[config.mk]
export PLATFORM = sky130hd
export DESIGN_NAME = bnms_ctrl
export DESIGN_NICKNAME = d
export VERILOG_FILES = /design/src/hw/rtl/bnms_pkg.sv /design/src/hw/rtl/bnms_ctrl.sv
export SDC_FILE = /design/constraint.sdc
export NUM_CORES = 1
export LEC_CHECK = 0
export ABC_AREA = 1
export BUFFER_PORTS_ARGS = -buffer_cell sky130_fd_sc_hd__clkbuf_2
export CORE_ASPECT_RATIO = 0.8
export CORE_MARGIN = 2
export CORE_UTILIZATION = 25
export CTS_CLUSTER_DIAMETER = 40
export CTS_CLUSTER_SIZE = 30
export DETAILED_ROUTE_END_ITERATION = 8
export HOLD_SLACK_MARGIN = 0.1
export PLACE_DENSITY = 0.61
export SETUP_SLACK_MARGIN = 0.5
export SLEW_MARGIN = 20
export SYNTH_ARGS = -nofsm -noshare
export SYNTH_HDL_FRONTEND = slang
export SYNTH_SLANG_ARGS = --single-unit
[constraint.sdc]
create_clock -name clk -period 1.6 [get_ports clk]
set_input_delay 0.16 -clock clk [delete_from_list [all_inputs] [get_ports clk]]
set_output_delay 0.16 -clock clk [all_outputs]
set_load 0.03 [all_outputs]
[src/hw/rtl/bnms_pkg.sv]
package bnms_pkg;

  localparam int DEF_MAX_BOXES  = 64;
  localparam int DEF_COORD_BITS = 12;
  localparam int SCORE_BITS     = 16;
  localparam int CFG_IDX_BITS   = 1;
  localparam int CFG_DATA_BITS  = 8;

  localparam logic [CFG_IDX_BITS-1:0]  REG_OVERLAP   = 1'b0;
  localparam logic [CFG_IDX_BITS-1:0]  REG_IOU       = 1'b1;
  localparam logic [CFG_DATA_BITS-1:0] OVERLAP_RESET = 8'd128;
  localparam logic [CFG_DATA_BITS-1:0] IOU_RESET     = 8'd51;

  typedef enum logic [1:0] {
    RD_PREV,
    RD_I,
    RD_J,
    RD_K
  } rd_sel_t;

  typedef struct packed {
    logic    load_new;
    logic    count_inc;
    logic    count_clr;
    logic    p_load;
    logic    p_dec;
    logic    rd_en;
    rd_sel_t rd_sel;
    logic    wr_new;
    logic    wr_shift;
    logic    i_clr;
    logic    i_inc;
    logic    j_load;
    logic    j_dec;
    logic    bi_load;
    logic    kill_j;
    logic    kill_i;
    logic    k_clr;
    logic    k_inc;
    logic    pend_load;
    logic    pend_clr;
    logic    out_load;
    logic    out_last;
  } cmd_t;

  typedef struct packed {
    logic full;
    logic p_zero;
    logic area_ge;
    logic i_done;
    logic j_gt_i;
    logic alive;
    logic contain;
    logic iou_hit;
    logic score_ge;
    logic k_done;
    logic pend_valid;
    logic out_busy;
  } status_t;

endpackage

[src/hw/rtl/bnms_ctrl.sv]
module bnms_ctrl (
  input  logic             clk,
  input  logic             rst,
  input  logic             in_valid,
  input  logic             last_in,
  output logic             in_ready,
  output bnms_pkg::cmd_t   cmd,
  input  bnms_pkg::status_t sts
);
  import bnms_pkg::*;

  typedef enum logic [3:0] {
    IDLE,
    INS_CHK,
    INS_CMP,
    SUP_IFIND,
    SUP_ICHK,
    SUP_JCHK,
    SUP_JWAIT,
    SUP_M1,
    SUP_M2,
    SUP_M3,
    SUP_DEC,
    EMIT_CHK,
    EMIT_TEST,
    EMIT_LAST
  } state_t;

  state_t state, state_next;
  logic   last_set, last_set_next;

  assign in_ready = (state == IDLE);

  always_comb begin
    cmd           = '0;
    cmd.rd_sel    = RD_PREV;
    state_next    = state;
    last_set_next = last_set;
    unique case (state)
      IDLE: begin
        if (in_valid) begin
          cmd.load_new  = 1'b1;
          cmd.p_load    = 1'b1;
          last_set_next = last_in;
          if (!sts.full) begin
            state_next = INS_CHK;
          end else if (last_in) begin
            cmd.i_clr  = 1'b1;
            state_next = SUP_IFIND;
          end
        end
      end
      INS_CHK: begin
        if (sts.p_zero) begin
          cmd.wr_new    = 1'b1;
          cmd.count_inc = 1'b1;
          cmd.i_clr     = 1'b1;
          state_next    = last_set ? SUP_IFIND : IDLE;
        end else begin
          cmd.rd_en  = 1'b1;
          cmd.rd_sel = RD_PREV;
          state_next = INS_CMP;
        end
      end
      INS_CMP: begin
        if (sts.area_ge) begin
          cmd.wr_new    = 1'b1;
          cmd.count_inc = 1'b1;
          cmd.i_clr     = 1'b1;
          state_next    = last_set ? SUP_IFIND : IDLE;
        end else begin
          cmd.wr_shift = 1'b1;
          cmd.p_dec    = 1'b1;
          state_next   = INS_CHK;
        end
      end
      SUP_IFIND: begin
        if (sts.i_done) begin
          cmd.k_clr    = 1'b1;
          cmd.pend_clr = 1'b1;
          state_next   = EMIT_CHK;
        end else begin
          cmd.rd_en  = 1'b1;
          cmd.rd_sel = RD_I;
          state_next = SUP_ICHK;
        end
      end
      SUP_ICHK: begin
        if (sts.alive) begin
          cmd.bi_load = 1'b1;
          cmd.j_load  = 1'b1;
          state_next  = SUP_JCHK;
        end else begin
          cmd.i_inc  = 1'b1;
          state_next = SUP_IFIND;
        end
      end
      SUP_JCHK: begin
        if (sts.j_gt_i) begin
          cmd.rd_en  = 1'b1;
          cmd.rd_sel = RD_J;
          state_next = SUP_JWAIT;
        end else begin
          cmd.i_inc  = 1'b1;
          state_next = SUP_IFIND;
        end
      end
      SUP_JWAIT: begin
        if (sts.alive) begin
          state_next = SUP_M1;
        end else begin
          cmd.j_dec  = 1'b1;
          state_next = SUP_JCHK;
        end
      end
      SUP_M1: state_next = SUP_M2;
      SUP_M2: state_next = SUP_M3;
      SUP_M3: state_next = SUP_DEC;
      SUP_DEC: begin
        if (sts.contain || (sts.iou_hit && sts.score_ge)) begin
          cmd.kill_j = 1'b1;
          cmd.j_dec  = 1'b1;
          state_next = SUP_JCHK;
        end else if (sts.iou_hit) begin
          // drop i and restart the scan at the next position
          cmd.kill_i = 1'b1;
          cmd.i_inc  = 1'b1;
          state_next = SUP_IFIND;
        end else begin
          cmd.j_dec  = 1'b1;
          state_next = SUP_JCHK;
        end
      end
      EMIT_CHK: begin
        if (sts.k_done) begin
          state_next = EMIT_LAST;
        end else begin
          cmd.rd_en  = 1'b1;
          cmd.rd_sel = RD_K;
          state_next = EMIT_TEST;
        end
      end
      EMIT_TEST: begin
        if (!sts.alive) begin
          cmd.k_inc  = 1'b1;
          state_next = EMIT_CHK;
        end else if (!sts.pend_valid) begin
          cmd.pend_load = 1'b1;
          cmd.k_inc     = 1'b1;
          state_next    = EMIT_CHK;
        end else if (!sts.out_busy) begin
          cmd.out_load  = 1'b1;
          cmd.pend_load = 1'b1;
          cmd.k_inc     = 1'b1;
          state_next    = EMIT_CHK;
        end
      end
      EMIT_LAST: begin
        if (!sts.pend_valid) begin
          cmd.count_clr = 1'b1;
          state_next    = IDLE;
        end else if (!sts.out_busy) begin
          cmd.out_load  = 1'b1;
          cmd.out_last  = 1'b1;
          cmd.count_clr = 1'b1;
          state_next    = IDLE;
        end
      end
      default: state_next = IDLE;
    endcase
  end

  always_ff @(posedge clk) begin
    if (rst) begin
      state    <= IDLE;
      last_set <= 1'b0;
    end else begin
      state    <= state_next;
      last_set <= last_set_next;
    end
  end

endmodule

==> flow_summary.json <==
{
  "grt_overflow": 0,
  "nFillCells": 264,
  "leakage_nw": 0.7848,
  "clkLatencyLatePin_ns": 0.24,
  "synth.avg_cell_area_sq_um": 5.585,
  "intPower_uw": 535.3,
  "max-slew-margin-rel_pct": 77.66,
  "area_delta_synth_final_pct": 116.3,
  "arrival_ns": 1.39,
  "drive_above_1_share_pct": 64.64,
  "gp_congestion": 0.8835,
  "cap_violations": 0,
  "num_antenna_cells": 0,
  "rows": 17,
  "setup_slack_ns": 0.04729,
  "grt_setup_unrepaired": "yes",
  "swShare_pct": 45.36,
  "grt_pass1_vias": 940,
  "grt_usage_pct": 15.72,
  "core_area_sq_um": 2701,
  "hpwl_um": 1777,
  "endpoint_kind": "output pin",
  "setup-tns-final_ns": 0,
  "p_clk_share_pct": 15.1,
  "synth-seq-area-share_pct": 14.34,
  "cts-htree-levels": 1,
  "cts_made_buffers": 3,
  "pwr-share-seq_pct": 17.8,
  "cp_cell_sequence": "inv_4 > nor2_4 > buf_6 > nand2_4 > nor2_4 > nand3b_1 > clkbuf_8",
  "fmax_mhz": 644.0,
  "clk_pin_slew_worst_paths_ns": 0.05,
  "total_power_uw": 979.7,
  "cts_root_buf": "clkbuf_4",
  "netlist-cell-type-count": 22,
  "worstPathMaxFanout": 5,
  "drt-vias-per-instance": 4.507,
  "nets": 198,
  "min_path_type": "input pin to register",
  "cp.required_ns": 1.44,
  "clockBufferDepth": 2,
  "dpl_worst_slack_ns": 0.1506,
  "switching_power_uw": 444.3,
  "worstSetupPathType": "register to output pin",
  "netlist_instances": 125,
  "crit_top_cell": "nor2_4",
  "finalHoldViolCount": 0,
  "syn_nets": 141,
  "port_buffers": 39,
  "crit_slowest_cell": "dfxtp_4",
  "p_per_area_nw_per_um2": 648.7,
  "num_io_pins": 40,
  "skew_ns": 0.002896,
  "die_area_sq_um": 3234,
  "timing.final.crit_share_pct": 97.04,
  "grt_pass1_wl_um": 4071,
  "netlist_area_sq_um": 698.2,
  "initial_utilization_pct": 25.85,
  "drt_wl_total_um": 2459,
  "post-route-util_pct": 55.91,
  "fp.dieH_um": 51.27,
  "grt_start_max_net_pins": 8,
  "ant_nets": 0,
  "setup.worst_path.start_class": "register",
  "drc": 0,
  "tightest_slew_ns": 0.3348,
  "finalMaxSlewViolations": 0,
  "setup_viol": 0,
  "drt_pre_antenna_iters": 4,
  "synth_seq_cells": 5,
  "combPwrFrac_pct": 67.1,
  "cts_tree": "done",
  "vias": 987,
  "cpPeakStageDelay_ns": 0.41,
  "wl_per_cell_um": 11.23,
  "drt_iter0_drc": 24,
  "status": "finished, final reports clean",
  "hold_ws_ns": 0.1327,
  "fp.dieW_um": 63.09,
  "min_period_ns": 1.553,
  "cts_sinks": 5,
  "peakVddDrop_v": 0.0006058,
  "antenna_found_initial": 0,
  "synth_warnings": 0
}
## power groups by stage
stage                     combinational [mW]  sequential [mW]  clock (mW)
after floorplan                        0.334            0.166           0
final                                  0.658            0.174       0.148
after global placement                 0.421            0.169           0
after CTS                              0.564            0.173       0.158
after detailed placement               0.424            0.169           0
after global routing                   0.704            0.177       0.171
## final timing paths
| check | from | to | slack [ns] | cells past startpoint |
|---|---|---|---|---|
| max | state[3] | cmd[11] | 0.05 | 7 |
| min reg2reg | last_set | last_set | 0.51 | 2 |
| max reg2reg | state[3] | state[0] | 0.17 | 11 |
| min | rst | state[0] | 0.13 | 2 |
## cell usage after synthesis
library cell	instances	area (sq um)
nand3_1	13	65.06
o21ai_1	1	5.000
o21bai_1	1	7.510
nand3_2	1	10.01
nor2_4	3	33.78
nand3b_1	3	22.52
inv_2	7	26.28
nor2_1	11	41.29
buf_4	5	37.54
dfxtp_1	5	100.1
or2_2	1	6.260
a31o_2	1	8.760
nand2_1	32	120.1
inv_1	12	45.04
o21ai_0	3	15.01
nor3b_1	1	7.510
nor3_1	1	5.000
a21oi_1	8	40.04
nor2_2	7	43.79
nand4_1	2	12.51
nand2_2	6	37.54
a22oi_1	1	7.510
## layout by cell type (no fill, tap or decap), types with 7 or more instances in the layout
cell      count
nand2_2      12
buf_4        13
buf_8        12
clkbuf_8      8
buf_6         8
inv_2         7
nor2_4       14
clkbuf_2     15
inv_1         8
nand3_1      11
nand2_1      21
## through the flow
step | area, sq um | std cells
global route | 1510 | 219
finish | 1510 | 219
global placement | 1022 | 197
floorplan | 824.5 | 125
detailed placement | 1022 | 197
CTS | 1421 | 215
## worst max-delay path: cells and delay by family (launching register included)
family | cells | cell delay [ns]
flops | 1 | 0.41
buf+inv | 3 | 0.34
simple gates | 4 | 0.40
## layer usage
metal  track usage (%)  wire length [um]  vias to the layer above
li1                  -                 -                      512
met1             19.07              1079                      448
met2             28.01              1266                       27
met3             2.423               113                        0
met4             6.296                 0                        0
met5                 0                 0                        -
## layout make-up
cell class	count	area (sq um)	area share, %
Tap cell	38	47.55	3.148
Timing Repair Buffer	57	560.5	37.12
Inverter	19	81.33	5.385
Multi-Input combinational cell	96	679.4	44.99
Sequential cell	5	115.1	7.622
Clock buffer	4	26.28	1.740
## cell families (layout without fill, tap and decap cells)
group / count (synthesis) / count (layout) / share of synthesized area [%]
flops: 5 / 5 / 14.34
compound gates: 15 / 15 / 12.01
simple gates: 81 / 81 / 58.06
buf+inv: 24 / 80 / 15.59
## flip-flops by register name (all words and copies together), names as in the netlist
| name | cells |
|---|---|
| state | 4 |
| last_set | 1 |
## repair_timing
action | 4_1_cts | 5_1_grt
buffers inserted | 14 | 4
hold buffers | 0 | 0
endpoints found under the setup margin | 29 | 29
resized for setup | 69 | 26
pin swaps | 10 | 5
No activity file was read; power rests on OpenSTA's default activity.
